### src/hw/rtl/lwnl_pkg.sv
// ----------------------------------------------------------------------------
// lwnl_pkg
// shared constants, widths and the window descriptor for the neighbour list
// ----------------------------------------------------------------------------
package lwnl_pkg;

    localparam int MAX_SIDE   = 256;
    localparam int MAX_RADIUS = 3;

    // configuration register widths
    localparam int SIDE_W  = 9;
    localparam int RAD_W   = 2;
    localparam int AGENT_W = 20;
    localparam int EDGE_W  = 24;

    // item field widths
    localparam int IDX_W = 16;
    localparam int ID_W  = 21;

    // derived widths
    localparam int COORD_W = $clog2(MAX_SIDE);
    localparam int SPAN_W  = $clog2(2 * MAX_RADIUS + 2);
    localparam int CNT_W   = $clog2((2 * MAX_RADIUS + 1) * (2 * MAX_RADIUS + 1));
    localparam int CELLS_W = 2 * SIDE_W;
    localparam int ROW_W   = IDX_W + 1;

    // divider: two quotient bits per cycle
    localparam int DIV_CYCLES = IDX_W / 2;
    localparam int DIV_CNT_W  = $clog2(DIV_CYCLES);

    // descriptor queue
    localparam int Q_DEPTH = 2;
    localparam int Q_PTR_W = $clog2(Q_DEPTH);
    localparam int Q_CNT_W = $clog2(Q_DEPTH + 1);

    // stream and configuration port widths
    localparam int PAY_W       = 2 * ID_W + EDGE_W;
    localparam int TDATA_W     = ((PAY_W + 7) / 8) * 8;
    localparam int PAD_W       = TDATA_W - PAY_W;
    localparam int TUSER_W     = 2;
    localparam int S_TDATA_W   = ((IDX_W + 7) / 8) * 8;
    localparam int CFG_ADDR_W  = 2;
    localparam int CFG_DATA_W  = EDGE_W;

    // register indexes
    localparam logic [CFG_ADDR_W-1:0] CFG_SIDE_LENGTH = 2'd0;
    localparam logic [CFG_ADDR_W-1:0] CFG_RADIUS      = 2'd1;
    localparam logic [CFG_ADDR_W-1:0] CFG_AGENT_BASE  = 2'd2;
    localparam logic [CFG_ADDR_W-1:0] CFG_EDGE_BASE   = 2'd3;

    // reset values
    localparam logic [SIDE_W-1:0]  SIDE_RESET   = 9'd20;
    localparam logic [RAD_W-1:0]   RADIUS_RESET = 2'd1;
    localparam logic [AGENT_W-1:0] AGENT_RESET  = '0;
    localparam logic [EDGE_W-1:0]  EDGE_RESET   = '0;

    // tuser bit positions
    localparam int TUSER_NB_VALID = 0;
    localparam int TUSER_OOR      = 1;

    typedef struct packed {
        logic               oor;
        logic [ID_W-1:0]    node_id;
        logic [COORD_W-1:0] ax;
        logic [COORD_W-1:0] ay;
        logic [COORD_W-1:0] x0;
        logic [COORD_W-1:0] y0;
        logic [COORD_W-1:0] xe;
        logic [SIDE_W-1:0]  side;
        logic [CNT_W-1:0]   n_nbr;
    } desc_t;

endpackage

### src/hw/rtl/lwnl_front.sv
// ----------------------------------------------------------------------------
// lwnl_front
// accepts node indexes, splits them into column and row and clips the window
// ----------------------------------------------------------------------------
module lwnl_front (
    input  logic                            aclk,
    input  logic                            aresetn,
    input  logic                            s_tvalid,
    output logic                            s_tready,
    input  logic [lwnl_pkg::S_TDATA_W-1:0]  s_tdata,     // node_index
    input  logic [lwnl_pkg::SIDE_W-1:0]     side_cfg,
    input  logic [lwnl_pkg::RAD_W-1:0]      radius_cfg,
    input  logic [lwnl_pkg::AGENT_W-1:0]    agent_base,
    input  logic                            q_full,
    output logic                            q_push,
    output lwnl_pkg::desc_t                 q_desc
);

    typedef enum logic [1:0] {F_IDLE, F_DIV, F_CLIP, F_PUSH} fstate_t;

    fstate_t                            state_reg;
    logic [lwnl_pkg::IDX_W-1:0]         quo_reg;
    logic [lwnl_pkg::COORD_W-1:0]       rem_reg;
    logic [lwnl_pkg::DIV_CNT_W-1:0]     cnt_reg;
    logic [lwnl_pkg::SIDE_W-1:0]        side_reg;
    logic [lwnl_pkg::RAD_W-1:0]         rad_reg;
    logic [lwnl_pkg::ID_W-1:0]          nid_reg;
    logic                               oor_reg;
    logic [lwnl_pkg::COORD_W-1:0]       ax_reg, ay_reg, x0_reg, y0_reg, xe_reg;
    logic [lwnl_pkg::SPAN_W-1:0]        w_reg, h_reg;

    logic [lwnl_pkg::IDX_W-1:0]         quo_next;
    logic [lwnl_pkg::COORD_W-1:0]       rem_next;
    logic [lwnl_pkg::SIDE_W-1:0]        side_eff;
    logic [lwnl_pkg::RAD_W-1:0]         rad_eff;
    logic [lwnl_pkg::CELLS_W-1:0]       cells;
    logic                               in_oor;
    logic                               accept;
    logic [lwnl_pkg::IDX_W-1:0]         idx_in;
    logic [lwnl_pkg::COORD_W-1:0]       ax, ay, x0, y0, xe, ye;
    logic [lwnl_pkg::SIDE_W-1:0]        x_hi, y_hi, side_m1;
    logic [lwnl_pkg::CNT_W-1:0]         n_nbr;

    assign idx_in   = s_tdata[lwnl_pkg::IDX_W-1:0];
    assign side_eff = (side_cfg > lwnl_pkg::SIDE_W'(lwnl_pkg::MAX_SIDE))
                    ? lwnl_pkg::SIDE_W'(lwnl_pkg::MAX_SIDE) : side_cfg;
    assign rad_eff  = (radius_cfg > lwnl_pkg::RAD_W'(lwnl_pkg::MAX_RADIUS))
                    ? lwnl_pkg::RAD_W'(lwnl_pkg::MAX_RADIUS) : radius_cfg;
    assign cells    = lwnl_pkg::CELLS_W'(side_eff) * lwnl_pkg::CELLS_W'(side_eff);
    assign in_oor   = (side_eff == '0) || (lwnl_pkg::CELLS_W'(idx_in) >= cells);
    assign s_tready = (state_reg == F_IDLE);
    assign accept   = s_tvalid && s_tready;

    // restoring divide, two quotient bits per cycle
    always_comb begin
        logic [lwnl_pkg::COORD_W-1:0] r;
        logic [lwnl_pkg::IDX_W-1:0]   q;
        logic [lwnl_pkg::SIDE_W-1:0]  trial;
        r = rem_reg;
        q = quo_reg;
        for (int k = 0; k < 2; k++) begin
            trial = {r, q[lwnl_pkg::IDX_W-1]};
            q     = {q[lwnl_pkg::IDX_W-2:0], 1'b0};
            if (trial >= side_reg) begin
                r    = lwnl_pkg::COORD_W'(trial - side_reg);
                q[0] = 1'b1;
            end else begin
                r = trial[lwnl_pkg::COORD_W-1:0];
            end
        end
        rem_next = r;
        quo_next = q;
    end

    // window clipping
    assign ax      = rem_reg;
    assign ay      = quo_reg[lwnl_pkg::COORD_W-1:0];
    assign side_m1 = side_reg - lwnl_pkg::SIDE_W'(1);
    assign x0      = (ax > lwnl_pkg::COORD_W'(rad_reg)) ? ax - lwnl_pkg::COORD_W'(rad_reg) : '0;
    assign y0      = (ay > lwnl_pkg::COORD_W'(rad_reg)) ? ay - lwnl_pkg::COORD_W'(rad_reg) : '0;
    assign x_hi    = lwnl_pkg::SIDE_W'(ax) + lwnl_pkg::SIDE_W'(rad_reg);
    assign y_hi    = lwnl_pkg::SIDE_W'(ay) + lwnl_pkg::SIDE_W'(rad_reg);
    assign xe      = (x_hi > side_m1) ? side_m1[lwnl_pkg::COORD_W-1:0]
                                      : x_hi[lwnl_pkg::COORD_W-1:0];
    assign ye      = (y_hi > side_m1) ? side_m1[lwnl_pkg::COORD_W-1:0]
                                      : y_hi[lwnl_pkg::COORD_W-1:0];

    assign n_nbr = oor_reg ? '0
                 : lwnl_pkg::CNT_W'(lwnl_pkg::CNT_W'(w_reg) * lwnl_pkg::CNT_W'(h_reg)
                                    - lwnl_pkg::CNT_W'(1));

    always_comb begin
        q_desc.oor     = oor_reg;
        q_desc.node_id = nid_reg;
        q_desc.ax      = ax_reg;
        q_desc.ay      = ay_reg;
        q_desc.x0      = x0_reg;
        q_desc.y0      = y0_reg;
        q_desc.xe      = xe_reg;
        q_desc.side    = side_reg;
        q_desc.n_nbr   = n_nbr;
    end

    assign q_push = (state_reg == F_PUSH) && !q_full;

    always_ff @(posedge aclk) begin
        if (!aresetn) begin
            state_reg <= F_IDLE;
            cnt_reg   <= '0;
        end else begin
            case (state_reg)
                F_IDLE: begin
                    if (accept) begin
                        quo_reg  <= idx_in;
                        rem_reg  <= '0;
                        cnt_reg  <= '0;
                        side_reg <= side_eff;
                        rad_reg  <= rad_eff;
                        nid_reg  <= lwnl_pkg::ID_W'(idx_in) + lwnl_pkg::ID_W'(agent_base);
                        oor_reg  <= in_oor;
                        state_reg <= in_oor ? F_PUSH : F_DIV;
                    end
                end
                F_DIV: begin
                    rem_reg <= rem_next;
                    quo_reg <= quo_next;
                    cnt_reg <= cnt_reg + lwnl_pkg::DIV_CNT_W'(1);
                    if (cnt_reg == lwnl_pkg::DIV_CNT_W'(lwnl_pkg::DIV_CYCLES - 1)) begin
                        state_reg <= F_CLIP;
                    end
                end
                F_CLIP: begin
                    ax_reg <= ax;
                    ay_reg <= ay;
                    x0_reg <= x0;
                    y0_reg <= y0;
                    xe_reg <= xe;
                    w_reg  <= lwnl_pkg::SPAN_W'(xe - x0) + lwnl_pkg::SPAN_W'(1);
                    h_reg  <= lwnl_pkg::SPAN_W'(ye - y0) + lwnl_pkg::SPAN_W'(1);
                    state_reg <= F_PUSH;
                end
                F_PUSH: begin
                    if (!q_full) begin
                        state_reg <= F_IDLE;
                    end
                end
                default: begin
                    state_reg <= F_IDLE;
                end
            endcase
        end
    end

endmodule

### src/hw/rtl/lwnl_queue.sv
// ----------------------------------------------------------------------------
// lwnl_queue
// short descriptor queue between the front and back parts
// ----------------------------------------------------------------------------
module lwnl_queue (
    input  logic            aclk,
    input  logic            aresetn,
    input  logic            push,
    input  lwnl_pkg::desc_t push_desc,
    output logic            full,
    input  logic            pop,
    output lwnl_pkg::desc_t pop_desc,
    output logic            empty
);

    lwnl_pkg::desc_t                mem_reg [lwnl_pkg::Q_DEPTH];
    logic [lwnl_pkg::Q_PTR_W-1:0]   wr_ptr_reg, rd_ptr_reg;
    logic [lwnl_pkg::Q_CNT_W-1:0]   count_reg;

    assign full     = (count_reg == lwnl_pkg::Q_CNT_W'(lwnl_pkg::Q_DEPTH));
    assign empty    = (count_reg == '0);
    assign pop_desc = mem_reg[rd_ptr_reg];

    always_ff @(posedge aclk) begin
        if (push && !full) begin
            mem_reg[wr_ptr_reg] <= push_desc;
        end
    end

    always_ff @(posedge aclk) begin
        if (!aresetn) begin
            wr_ptr_reg <= '0;
            rd_ptr_reg <= '0;
            count_reg  <= '0;
        end else begin
            if (push && !full) begin
                wr_ptr_reg <= wr_ptr_reg + lwnl_pkg::Q_PTR_W'(1);
            end
            if (pop && !empty) begin
                rd_ptr_reg <= rd_ptr_reg + lwnl_pkg::Q_PTR_W'(1);
            end
            case ({push && !full, pop && !empty})
                2'b10:   count_reg <= count_reg + lwnl_pkg::Q_CNT_W'(1);
                2'b01:   count_reg <= count_reg - lwnl_pkg::Q_CNT_W'(1);
                default: count_reg <= count_reg;
            endcase
        end
    end

endmodule

### src/hw/rtl/lwnl_back.sv
// ----------------------------------------------------------------------------
// lwnl_back
// walks each clipped window, one neighbour word per cycle unless stalled or at the node
// ----------------------------------------------------------------------------
module lwnl_back (
    input  logic                            aclk,
    input  logic                            aresetn,
    input  logic                            q_empty,
    input  lwnl_pkg::desc_t                 q_desc,
    output logic                            q_pop,
    input  logic [lwnl_pkg::AGENT_W-1:0]    agent_base,
    input  logic                            edge_load,
    input  logic [lwnl_pkg::EDGE_W-1:0]     edge_base,
    output logic                            m_tvalid,
    input  logic                            m_tready,
    output logic [lwnl_pkg::TDATA_W-1:0]    m_tdata,     // node_id, edge_position, neighbour_id
    output logic [lwnl_pkg::TUSER_W-1:0]    m_tuser,     // neighbour_valid, out_of_range
    output logic                            m_tlast
);

    typedef enum logic [1:0] {B_IDLE, B_SETUP, B_WALK, B_SINGLE} bstate_t;

    bstate_t                        state_reg;
    lwnl_pkg::desc_t                desc_reg;
    logic [lwnl_pkg::COORD_W-1:0]   x_reg, y_reg;
    logic [lwnl_pkg::ROW_W-1:0]     row_reg;
    logic [lwnl_pkg::IDX_W-1:0]     cur_idx_reg;
    logic [lwnl_pkg::CNT_W-1:0]     cnt_reg;
    logic [lwnl_pkg::EDGE_W-1:0]    edge_count_reg;
    logic                           m_tvalid_reg;
    logic [lwnl_pkg::TDATA_W-1:0]   m_tdata_reg;
    logic [lwnl_pkg::TUSER_W-1:0]   m_tuser_reg;
    logic                           m_tlast_reg;

    logic                           out_free;
    logic                           at_self;
    logic                           row_end;
    logic                           is_last;
    logic                           emit;
    logic                           node_done;
    logic [lwnl_pkg::ROW_W-1:0]     row_step;
    logic [lwnl_pkg::ROW_W-1:0]     setup_row;
    logic [lwnl_pkg::ID_W-1:0]      nb_id;

    assign out_free  = !m_tvalid_reg || m_tready;
    assign at_self   = (x_reg == desc_reg.ax) && (y_reg == desc_reg.ay);
    assign row_end   = (x_reg == desc_reg.xe);
    assign is_last   = (cnt_reg == lwnl_pkg::CNT_W'(desc_reg.n_nbr - lwnl_pkg::CNT_W'(1)));
    assign emit      = out_free && (((state_reg == B_WALK) && !at_self)
                                    || (state_reg == B_SINGLE));
    assign node_done = (state_reg == B_WALK) && emit && is_last;
    assign row_step  = row_reg + lwnl_pkg::ROW_W'(desc_reg.side);
    assign setup_row = lwnl_pkg::ROW_W'(desc_reg.y0) * lwnl_pkg::ROW_W'(desc_reg.side)
                     + lwnl_pkg::ROW_W'(desc_reg.x0);
    assign nb_id     = lwnl_pkg::ID_W'(cur_idx_reg) + lwnl_pkg::ID_W'(agent_base);
    assign q_pop     = (state_reg == B_IDLE) && !q_empty;

    assign m_tvalid = m_tvalid_reg;
    assign m_tdata  = m_tdata_reg;
    assign m_tuser  = m_tuser_reg;
    assign m_tlast  = m_tlast_reg;

    always_ff @(posedge aclk) begin
        if (!aresetn) begin
            state_reg      <= B_IDLE;
            m_tvalid_reg   <= 1'b0;
            edge_count_reg <= lwnl_pkg::EDGE_RESET;
        end else begin
            if (emit) begin
                m_tvalid_reg <= 1'b1;
            end else if (m_tready) begin
                m_tvalid_reg <= 1'b0;
            end
            if (edge_load) begin
                edge_count_reg <= edge_base;
            end else if (node_done) begin
                edge_count_reg <= edge_count_reg + lwnl_pkg::EDGE_W'(desc_reg.n_nbr);
            end
            case (state_reg)
                B_IDLE: begin
                    if (!q_empty) begin
                        desc_reg  <= q_desc;
                        state_reg <= B_SETUP;
                    end
                end
                B_SETUP: begin
                    row_reg     <= setup_row;
                    cur_idx_reg <= setup_row[lwnl_pkg::IDX_W-1:0];
                    x_reg       <= desc_reg.x0;
                    y_reg       <= desc_reg.y0;
                    cnt_reg     <= '0;
                    state_reg   <= (desc_reg.oor || desc_reg.n_nbr == '0) ? B_SINGLE : B_WALK;
                end
                B_WALK: begin
                    if (out_free) begin
                        if (!at_self) begin
                            m_tdata_reg  <= {{lwnl_pkg::PAD_W{1'b0}}, nb_id,
                                             edge_count_reg, desc_reg.node_id};
                            m_tuser_reg  <= 2'b01;
                            m_tlast_reg  <= is_last;
                            cnt_reg      <= cnt_reg + lwnl_pkg::CNT_W'(1);
                            if (is_last) begin
                                state_reg <= B_IDLE;
                            end
                        end
                        if (row_end) begin
                            x_reg       <= desc_reg.x0;
                            y_reg       <= y_reg + lwnl_pkg::COORD_W'(1);
                            row_reg     <= row_step;
                            cur_idx_reg <= row_step[lwnl_pkg::IDX_W-1:0];
                        end else begin
                            x_reg       <= x_reg + lwnl_pkg::COORD_W'(1);
                            cur_idx_reg <= cur_idx_reg + lwnl_pkg::IDX_W'(1);
                        end
                    end
                end
                B_SINGLE: begin
                    if (out_free) begin
                        m_tdata_reg  <= {{lwnl_pkg::PAD_W{1'b0}}, {lwnl_pkg::ID_W{1'b0}},
                                         edge_count_reg, desc_reg.node_id};
                        m_tuser_reg  <= {desc_reg.oor, 1'b0};
                        m_tlast_reg  <= 1'b1;
                        state_reg    <= B_IDLE;
                    end
                end
                default: begin
                    state_reg <= B_IDLE;
                end
            endcase
        end
    end

endmodule

### src/hw/rtl/lattice_window_neighbour_list.sv
// ----------------------------------------------------------------------------
// lattice_window_neighbour_list
// compressed neighbour list builder for a square lattice
// ----------------------------------------------------------------------------
// flow: an accepted index is divided, the window clipped and a descriptor pushed;
//   the back part pops it, sets up and walks the window; a node outside the grid
//   skips divide and clip and yields a single word; divider and window walk
//   overlap through a 2-deep queue, so a new index can be divided while the
//   last window is still being walked
// reset: synchronous active low; side 20, radius 1, bases and edge count 0
module lattice_window_neighbour_list (
    input  logic                              aclk,
    input  logic                              aresetn,
    input  logic                              s_tvalid,
    output logic                              s_tready,
    input  logic [lwnl_pkg::S_TDATA_W-1:0]    s_tdata,     // node_index
    output logic                              m_tvalid,
    input  logic                              m_tready,
    output logic [lwnl_pkg::TDATA_W-1:0]      m_tdata,     // node_id, edge_position, neighbour_id
    output logic [lwnl_pkg::TUSER_W-1:0]      m_tuser,     // neighbour_valid, out_of_range
    output logic                              m_tlast,
    input  logic                              cfg_wr_en,
    input  logic [lwnl_pkg::CFG_ADDR_W-1:0]   cfg_addr,
    input  logic [lwnl_pkg::CFG_DATA_W-1:0]   cfg_wdata
);

    logic [lwnl_pkg::SIDE_W-1:0]    side_reg;
    logic [lwnl_pkg::RAD_W-1:0]     radius_reg;
    logic [lwnl_pkg::AGENT_W-1:0]   agent_reg;
    logic                           edge_load;
    logic                           q_push, q_full, q_pop, q_empty;
    lwnl_pkg::desc_t                push_desc, pop_desc;

    assign edge_load = cfg_wr_en && (cfg_addr == lwnl_pkg::CFG_EDGE_BASE);

    always_ff @(posedge aclk) begin
        if (!aresetn) begin
            side_reg   <= lwnl_pkg::SIDE_RESET;
            radius_reg <= lwnl_pkg::RADIUS_RESET;
            agent_reg  <= lwnl_pkg::AGENT_RESET;
        end else if (cfg_wr_en) begin
            case (cfg_addr)
                lwnl_pkg::CFG_SIDE_LENGTH: side_reg   <= cfg_wdata[lwnl_pkg::SIDE_W-1:0];
                lwnl_pkg::CFG_RADIUS:      radius_reg <= cfg_wdata[lwnl_pkg::RAD_W-1:0];
                lwnl_pkg::CFG_AGENT_BASE:  agent_reg  <= cfg_wdata[lwnl_pkg::AGENT_W-1:0];
                default: begin
                end
            endcase
        end
    end

    lwnl_front u_front (
        .aclk       (aclk),
        .aresetn    (aresetn),
        .s_tvalid   (s_tvalid),
        .s_tready   (s_tready),
        .s_tdata    (s_tdata),
        .side_cfg   (side_reg),
        .radius_cfg (radius_reg),
        .agent_base (agent_reg),
        .q_full     (q_full),
        .q_push     (q_push),
        .q_desc     (push_desc)
    );

    lwnl_queue u_queue (
        .aclk      (aclk),
        .aresetn   (aresetn),
        .push      (q_push),
        .push_desc (push_desc),
        .full      (q_full),
        .pop       (q_pop),
        .pop_desc  (pop_desc),
        .empty     (q_empty)
    );

    lwnl_back u_back (
        .aclk       (aclk),
        .aresetn    (aresetn),
        .q_empty    (q_empty),
        .q_desc     (pop_desc),
        .q_pop      (q_pop),
        .agent_base (agent_reg),
        .edge_load  (edge_load),
        .edge_base  (cfg_wdata[lwnl_pkg::EDGE_W-1:0]),
        .m_tvalid   (m_tvalid),
        .m_tready   (m_tready),
        .m_tdata    (m_tdata),
        .m_tuser    (m_tuser),
        .m_tlast    (m_tlast)
    );

    // a word without a neighbour always closes its node
    a_empty_is_last: assert property (@(posedge aclk) disable iff (!aresetn)
        (m_tvalid && !m_tuser[lwnl_pkg::TUSER_NB_VALID]) |-> m_tlast)
        else $error("word without neighbour not marked last");

    // out of range nodes never carry a neighbour
    a_oor_no_nb: assert property (@(posedge aclk) disable iff (!aresetn)
        (m_tvalid && m_tuser[lwnl_pkg::TUSER_OOR]) |-> !m_tuser[lwnl_pkg::TUSER_NB_VALID])
        else $error("out of range node with neighbour");

    // the node itself is never listed
    a_no_self: assert property (@(posedge aclk) disable iff (!aresetn)
        (m_tvalid && m_tuser[lwnl_pkg::TUSER_NB_VALID])
        |-> (m_tdata[2*lwnl_pkg::ID_W+lwnl_pkg::EDGE_W-1:lwnl_pkg::ID_W+lwnl_pkg::EDGE_W]
             != m_tdata[lwnl_pkg::ID_W-1:0]))
        else $error("node listed as its own neighbour");

    // front never pushes into a full queue
    a_no_overflow: assert property (@(posedge aclk) disable iff (!aresetn)
        !(q_push && q_full))
        else $error("descriptor queue overflow");

endmodule
### config.mk
export PLATFORM = sky130hd
export DESIGN_NAME = lattice_window_neighbour_list
export DESIGN_NICKNAME = d
export VERILOG_FILES = /design/src/hw/rtl/lwnl_pkg.sv /design/src/hw/rtl/lwnl_front.sv /design/src/hw/rtl/lwnl_queue.sv /design/src/hw/rtl/lwnl_back.sv /design/src/hw/rtl/lattice_window_neighbour_list.sv
export SDC_FILE = /design/constraint.sdc
export NUM_CORES = 1
export LEC_CHECK = 0
export BUFFER_PORTS_ARGS = -buffer_cell sky130_fd_sc_hd__buf_2
export CELL_PAD_IN_SITES_DETAIL_PLACEMENT = 0
export CELL_PAD_IN_SITES_GLOBAL_PLACEMENT = 2
export CORE_MARGIN = 3
export CORE_UTILIZATION = 47
export DETAILED_ROUTE_END_ITERATION = 10
export GPL_ROUTABILITY_DRIVEN = 0
export PLACE_DENSITY = 0.91
export SLEW_MARGIN = 20
export SYNTH_ARGS = -nofsm -noshare
export SYNTH_HDL_FRONTEND = slang
export SYNTH_SLANG_ARGS = --single-unit
export TNS_END_PERCENT = 50
### constraint.sdc
create_clock -name aclk -period 22.9 [get_ports aclk]
set_clock_uncertainty 0.05 [all_clocks]
set_input_delay 2.29 -clock aclk [delete_from_list [all_inputs] [get_ports aclk]]
set_output_delay 2.29 -clock aclk [all_outputs]
set_load 0.02 [all_outputs]
## Word-level counts from Yosys, hierarchy flattened

Memory sizes are Yosys's and may differ from the RTL's. A register that Yosys moved wholly into a read port is not among the register bits.
Index checks and enable logic that the tools add are counted.

| word-level totals | value |
|---|---|
| flip-flop bits (word level) | 300 |
| bits in writable memories | 154 |
| input port bits | 47 |
| output and inout port bits | 77 |
| memories kept | 1 |

Memories:

| name | words | width | rd ports | clocked after Yosys merged registers in | write ports | RTL line | source |
|---|---|---|---|---|---|---|---|
| u_queue.mem_reg | 2 | 77 | 1 | 1 | 1 | lwnl_queue.sv:16 | `lwnl_pkg::desc_t mem_reg [lwnl_pkg::Q_DEPTH];` |

| operators by class | value |
|---|---|
| add/sub/neg operators | 27 |
| multiply operators | 3 |
| order comparisons | 9 |
| equality and inequality tests | 26 |
| mux-type cells | 62 |
| bitwise operators | 1 |
| reductions and logical operators | 45 |

Operators by type and width:

| kind | number |
|---|---|
| 2-to-1 mux 72 bit | 3 |
| one-hot mux 72 bit (2 select lines) | 1 |
| 2-to-1 mux 8 bit | 10 |
| one-hot mux 16 bit (2 select lines) | 2 |
| 2-to-1 mux 16 bit | 3 |
| 2-to-1 mux 24 bit | 2 |
| one-hot mux 8 bit (2 select lines) | 3 |
| adder 16 x 20 -> 21 bit | 2 |
| 2-to-1 mux 17 bit | 2 |
| one-hot mux 17 bit (2 select lines) | 1 |
| adder 24 x 6 -> 24 bit | 1 |
| == test 8 bit | 3 |
| 2-to-1 mux 2 bit | 12 |
| adder 8 x 2 -> 9 bit | 2 |
| greater-or-equal comparator 16 x 18 -> 1 bit | 1 |
| greater-or-equal comparator 9 bit | 2 |
| greater-than comparator 9 bit | 2 |
| multiplier 9 x 9 -> 18 bit | 1 |
| 2-to-1 mux 6 bit | 3 |
| adder 17 x 8 -> 17 bit | 1 |
| adder 17 x 9 -> 17 bit | 1 |
| multiplier 8 x 9 -> 17 bit | 1 |
| adder 16 x 1 -> 16 bit, second input constant | 1 |
| adder 8 x 1 -> 8 bit, second input constant | 2 |
| 40 further kinds | 111 |

## Logic depth before layout (Yosys ltp)

| depth | value |
|---|---|
| word-level depth | 10 |
| depth in mapped cells | 25 |

## By module

From an unflattened synthesis, not the netlist that was laid out.

| unflattened totals | value |
|---|---|
| cells, all modules | 2519 |
| area, all modules | 29945.0 sq um |

Modules (own cells, without submodules):

| module | times used | cells each | area each (sq um) | sequential area each (sq um) |
|---|---|---|---|---|
| lwnl_back | 1 | 1164 | 13250.2 | 6546.3 |
| lwnl_front | 1 | 958 | 9651.8 | 3193.1 |
| lwnl_queue | 1 | 266 | 5791.8 | 4724.5 |
| lattice_window_neighbour_list | 1 | 131 | 1251.2 | 620.6 |

## Worst setup path after synthesis

OpenSTA, ideal clock, no wires.

| path | value |
|---|---|
| path type | input to register |
| start | in aresetn |
| end | reg u_back.m_tdata_reg (netlist bit u_back.m_tdata[0]) (enable) |
| arrival | 13.579 ns |
| setup slack | 8.406 ns |
| cell stages on the path | 3 |
| buffers on the path | 1 |
| cells stage by stage | clkbuf_1 > clkinv_1 > a2111oi_0 |

| on the way | value |
|---|---|
| word-level cells in the longest chain between the ends | 1 |

RTL lines:

| what | RTL line | source |
|---|---|---|
| from (decl) | lattice_window_neighbour_list.sv:13 | `input logic aresetn,` |
| AND reduction 5 bit (no source line) | - |  |
| to (signal assigned) | lwnl_back.sv:97 | `m_tdata_reg <= {{lwnl_pkg::PAD_W{1'b0}}, nb_id,` |
| to (signal assigned) | lwnl_back.sv:119 | `m_tdata_reg <= {{lwnl_pkg::PAD_W{1'b0}}, {lwnl_pkg::ID_W{1'b0}},` |
| to (decl) | lwnl_back.sv:31 | `logic [lwnl_pkg::TDATA_W-1:0] m_tdata_reg;` |

Every way passes these cells.
A chain may end at the register's enable or synchronous reset.

## Worst setup path in the final report

| path | value |
|---|---|
| start | reg side_reg[8] in the netlist's numbering |
| end | reg u_front.state_reg[1] |

| on the way | value |
|---|---|
| word-level cells in the longest chain between the ends | 8 |

RTL lines:

| what | RTL line | source |
|---|---|---|
| from (decl) | lattice_window_neighbour_list.sv:27 | `logic [lwnl_pkg::SIDE_W-1:0] side_reg;` |
| from (signal assigned) | lattice_window_neighbour_list.sv:38 | `side_reg <= lwnl_pkg::SIDE_RESET;` |
| from (signal assigned) | lattice_window_neighbour_list.sv:43 | `lwnl_pkg::CFG_SIDE_LENGTH: side_reg <= cfg_wdata[lwnl_pkg::SIDE_W-1:0];` |
| greater-than comparator 9 bit | lwnl_front.sv:45 | `assign side_eff = (side_cfg > lwnl_pkg::SIDE_W'(lwnl_pkg::MAX_SIDE))` |
| 2-to-1 mux 9 bit (*) | lwnl_front.sv:46 | `? lwnl_pkg::SIDE_W'(lwnl_pkg::MAX_SIDE) : side_cfg;` |
| multiplier 9 x 9 -> 18 bit | lwnl_front.sv:49 | `assign cells = lwnl_pkg::CELLS_W'(side_eff) * lwnl_pkg::CELLS_W'(side_eff);` |
| greater-or-equal comparator 16 x 18 -> 1 bit | lwnl_front.sv:50 | `assign in_oor = (side_eff == '0) \|\| (lwnl_pkg::CELLS_W'(idx_in) >= cells);` |
| logical OR 1 bit (*) | lwnl_front.sv:50 |  |
| 2-to-1 mux 2 bit (*) | lwnl_front.sv:121 | `state_reg <= in_oor ? F_PUSH : F_DIV;` |
| 2-to-1 mux 2 bit (*) | lwnl_front.sv:113 | `if (accept) begin` |
| one-hot mux 2 bit (4 select lines) (*) | lwnl_front.sv:111 | `case (state_reg)` |
| to (signal assigned) | lwnl_front.sv:121 |  |
| to (decl) | lwnl_front.sv:21 | `fstate_t state_reg;` |

Mark *: on every way between the ends. The rest lies on a longest branch, timed or not. The select of a mux whose other input is x is not followed.

==> results by group <==
Critical path
  • WP buf/inv: 3
  • Worst EP required: 23.35 ns
  • Reg2Reg Depth: 22
  • Cell Chain, Critical Path: nor2b_1 -> nand2_1 -> inv_1 -> fa_1 -> fa_1 -> fa_1 -> inv_1 -> fa_1 -> inv_1 -> ha_1 -> or3_1 -> or3_1 -> o211a_1 -> a21o_1 -> a21oi_1 -> xnor2_1 -> ha_1 -> o21ai_0 -> nor2_1 -> o32ai_1 -> nand3_1 -> a32o_1
  • Crit Path Max Fanout: 12
  • CP Capture Type: flop
  • Max incr delay on CP: 0.55 ns
  • Critical R2R Launch: side_reg[8]
  • Top delay family on crit path: adder cells
  • Critical path launch point type: flop
  • WS Path Type: reg2reg
  • CP max-delay cell: nor2b_1
  • RR Endpoint: u_front.state_reg[1]
  • Arrival time worst endpoint: 6.96 ns
  • R2R Setup Slk: 16.39 ns
  • CP most frequent cell: fa_1

Place
  • # port buffers: approximately 120
  • Dpl hpwl: 51100 um
  • Area after DPL: 0.03101 mm2
  • Setup slack after placement: 16.34 ns

Global route
  • Initial antenna violation count: 1
  • Vias in the first global route: 19.47k
  • Global Route Usage Sum: 20.86%
  • Pin count of the biggest net entering global routing: 78
  • Grt ovf: 0
  • First-pass GRT wire length: 108300 um

Synthesis
  • Asr flop ratio synth: 0%
  • Post-synthesis sequential area ratio: between 50 and 60%
  • Cell count after synthesis: roughly 2.5k
  • Largest area contributor in the netlist: edfxtp_1
  • Most frequent cells after synthesis: edfxtp_1 (457), inv_1 (207), ha_1 (206)
  • Synth cell types: 78
  • Synthesized area: 0.02949 mm2
  • Count leader, synth: edfxtp_1
  • Synth top area share: 46.53%
  • Synth Register Bits: 524
  • Top cells by area, synth: edfxtp_1 (47%), ha_1 (8.7%), fa_1 (6.5%)
  • Post-synth top flop: edfxtp_1
  • Synth Warn #: 0
  • Number of synthesized flops with an enable pin: approximately 460
  • Synthesized area per cell: ~12 um2

Die
  • Core area: 0.06194 mm2
  • Top Ports: roughly 120
  • Die Width: 256.5 um
  • DIE AREA: approximately 0.066 mm2
  • Die Y: 256.5 um
  • Row cnt: a little over 90
  • Initial Utilization: 47.62%

Final layout
  • Area growth from synthesis to layout: 10.99%
  • Final nets: slightly below 3k
  • Fillers: 5367
  • Design area: 0.03274 mm2
  • Fraction of final layout cells sized beyond drive strength 1: 13.29%
  • Max reg flops: 154

Timing
  • Final Hold Viols: 0
  • Period utilisation layout: between 20% and 30%
  • RSZ-0062 raised after global routing: no
  • Worst setup margin: approximately 16 ns
  • Fmax: 0.1536 GHz
  • Max-slew violation count: 0
  • Max_slew headroom: 25.80%
  • Endpoints failing setup: 0
  • Slew at the pin closest to its max-slew limit: between 1 and 1.5 ns
  • Period minus WS final: approximately 6.5 ns
  • Hold_ws: 0.3577 ns
  • Setup_tns: 0 ns

Detailed routing
  • TritonRoute pass-1 iters: 5
  • DRT Wirelength: 68850 um
  • Vias per inst: 5.475
  • Average wire per standard cell: 19.84 um
  • Via Count: 19.01k
  • Antenna Nets Post-Route: 0
  • Post-route DRC: 0
  • Iteration-0 DRC Markers: 1253

Worst hold path
  • Hold Crit Depth: 0
  • Hold endpoint: u_back.m_tdata[3]
  • Worst Hold Launch: u_back.desc_reg[58]
  • Hold Path Class: reg2reg

Clocking
  • H-Tree Depth: 2
  • CTS Buf Count: 54
  • CTS tree: built
  • Max Buffers Root-to-Sink: 3
  • Later-pin clock latency in the skew report: 0.60 ns
  • CTS Sinks: ~520
  • Post-CTS setup buffer count: 0
  • Clock transition at the registers of the reported paths: 0.06 ns
  • Hold_buf cts: 0
  • Root buffer cell: clkbuf_16
  • # resized after CTS: 0

Power and ir drop
  • Tot Pwr: 3.726 mW
  • Lkg Pwr: 12.85 nW
  • Pwr dens: 113.8 mW/mm2
  • Peak VDD IR: 67.23 uV

Run status
  • Status: finished, final reports clean

Run
  • Maxcap violations: 0
==> stage by stage <==
step	util (%)	instances
floorplan	-	2486
global placement	50.07	3372
detailed placement	50.07	3372
CTS	52.84	3470
global route	52.85	3471
finish	52.85	3471
==> worst max-delay path by stage <==
stage | startpoint | to | slack, ns | cells past startpoint
3_5_place_dp | side_reg[8] | u_front.state_reg[1] | 16.34 | 22
5_1_grt | side_reg[8] | u_front.state_reg[1] | 15.92 | 22
2_1_floorplan | aresetn | u_back.m_tdata[0] | 8.41 | 3
4_1_cts | side_reg[8] | u_front.state_reg[1] | 16.33 | 22
6_report | side_reg[8] | u_front.state_reg[1] | 16.39 | 22
3_3_place_gp | side_reg[8] | u_front.state_reg[1] | 16.48 | 22
==> placed cells by master (no fill, tap or decap), drive strengths merged, types with 6 or more instances in the layout <==
cell / n
nand2: 195
o211ai: 9
or3: 15
fa: 96
ha: 206
mux2i: 26
o21ai: 95
dfxtp: 67
buf: 137
nor2: 135
nand2b: 18
a31oi: 14
nand3: 40
xnor2: 101
xor2: 93
a211oi: 23
nor4b: 6
a21oi: 131
mux2: 100
o21bai: 14
inv: 211
nor3: 36
o31ai: 9
o21a: 29
nand4: 16
clkbuf: 65
edfxtp: 457
a21o: 38
nor2b: 33
and3: 20
nor4: 23
and2: 53
conb: 16
clkinv: 25
==> worst reg2reg max path, cell delays in order (launching register included) <==
cell,delay (ns)
dfxtp_1,0.45
nor2b_1,0.55
nand2_1,0.20
inv_1,0.11
fa_1,0.45
fa_1,0.52
fa_1,0.55
inv_1,0.06
fa_1,0.53
inv_1,0.04
ha_1,0.22
or3_1,0.42
or3_1,0.32
o211a_1,0.25
a21o_1,0.18
a21oi_1,0.16
xnor2_1,0.15
ha_1,0.27
o21ai_0,0.09
nor2_1,0.06
o32ai_1,0.43
nand3_1,0.13
a32o_1,0.22
==> cell families after synthesis <==
logic type	Yosys count	synth area share [%]
AND/OR/NAND/NOR	610	10.30
other	2	0.02546
XOR/XNOR	194	5.761
adder cells (fa/ha/maj)	302	15.26
AO/OA/AOI/OAI	418	8.947
buffers and inverters	296	3.928
flip-flops	524	51.08
multiplexers	126	4.700
==> final cells by class <==
class / instances / area (um2) / area share [%]
diodes: 1 / 2.502 / 0.007644
clock buffers: 65 / 1393 / 4.254
clock inverters: 33 / 320.3 / 0.9785
inverters: 208 / 780.7 / 2.385
multi-input cells: 1666 / 13390 / 40.90
flip-flops and latches: 524 / 15070 / 46.03
well taps: 837 / 1047 / 3.199
repair buffers: 137 / 735.7 / 2.247
==> routing by layer <==
layer	GRT usage [%]	share of wire (%)
met1	28.50	45
met2	35.36	48
met3	2.035	4.0
met4	6.504	2.8
met5	0	0
==> power by group <==
part	switching, mW	internal [mW]	total [mW]
combinational	0.850	0.625	1.48
sequential	0.119	1.28	1.40
clock	0.369	0.482	0.851
Note: power is estimated with default switching activity, not from simulation.
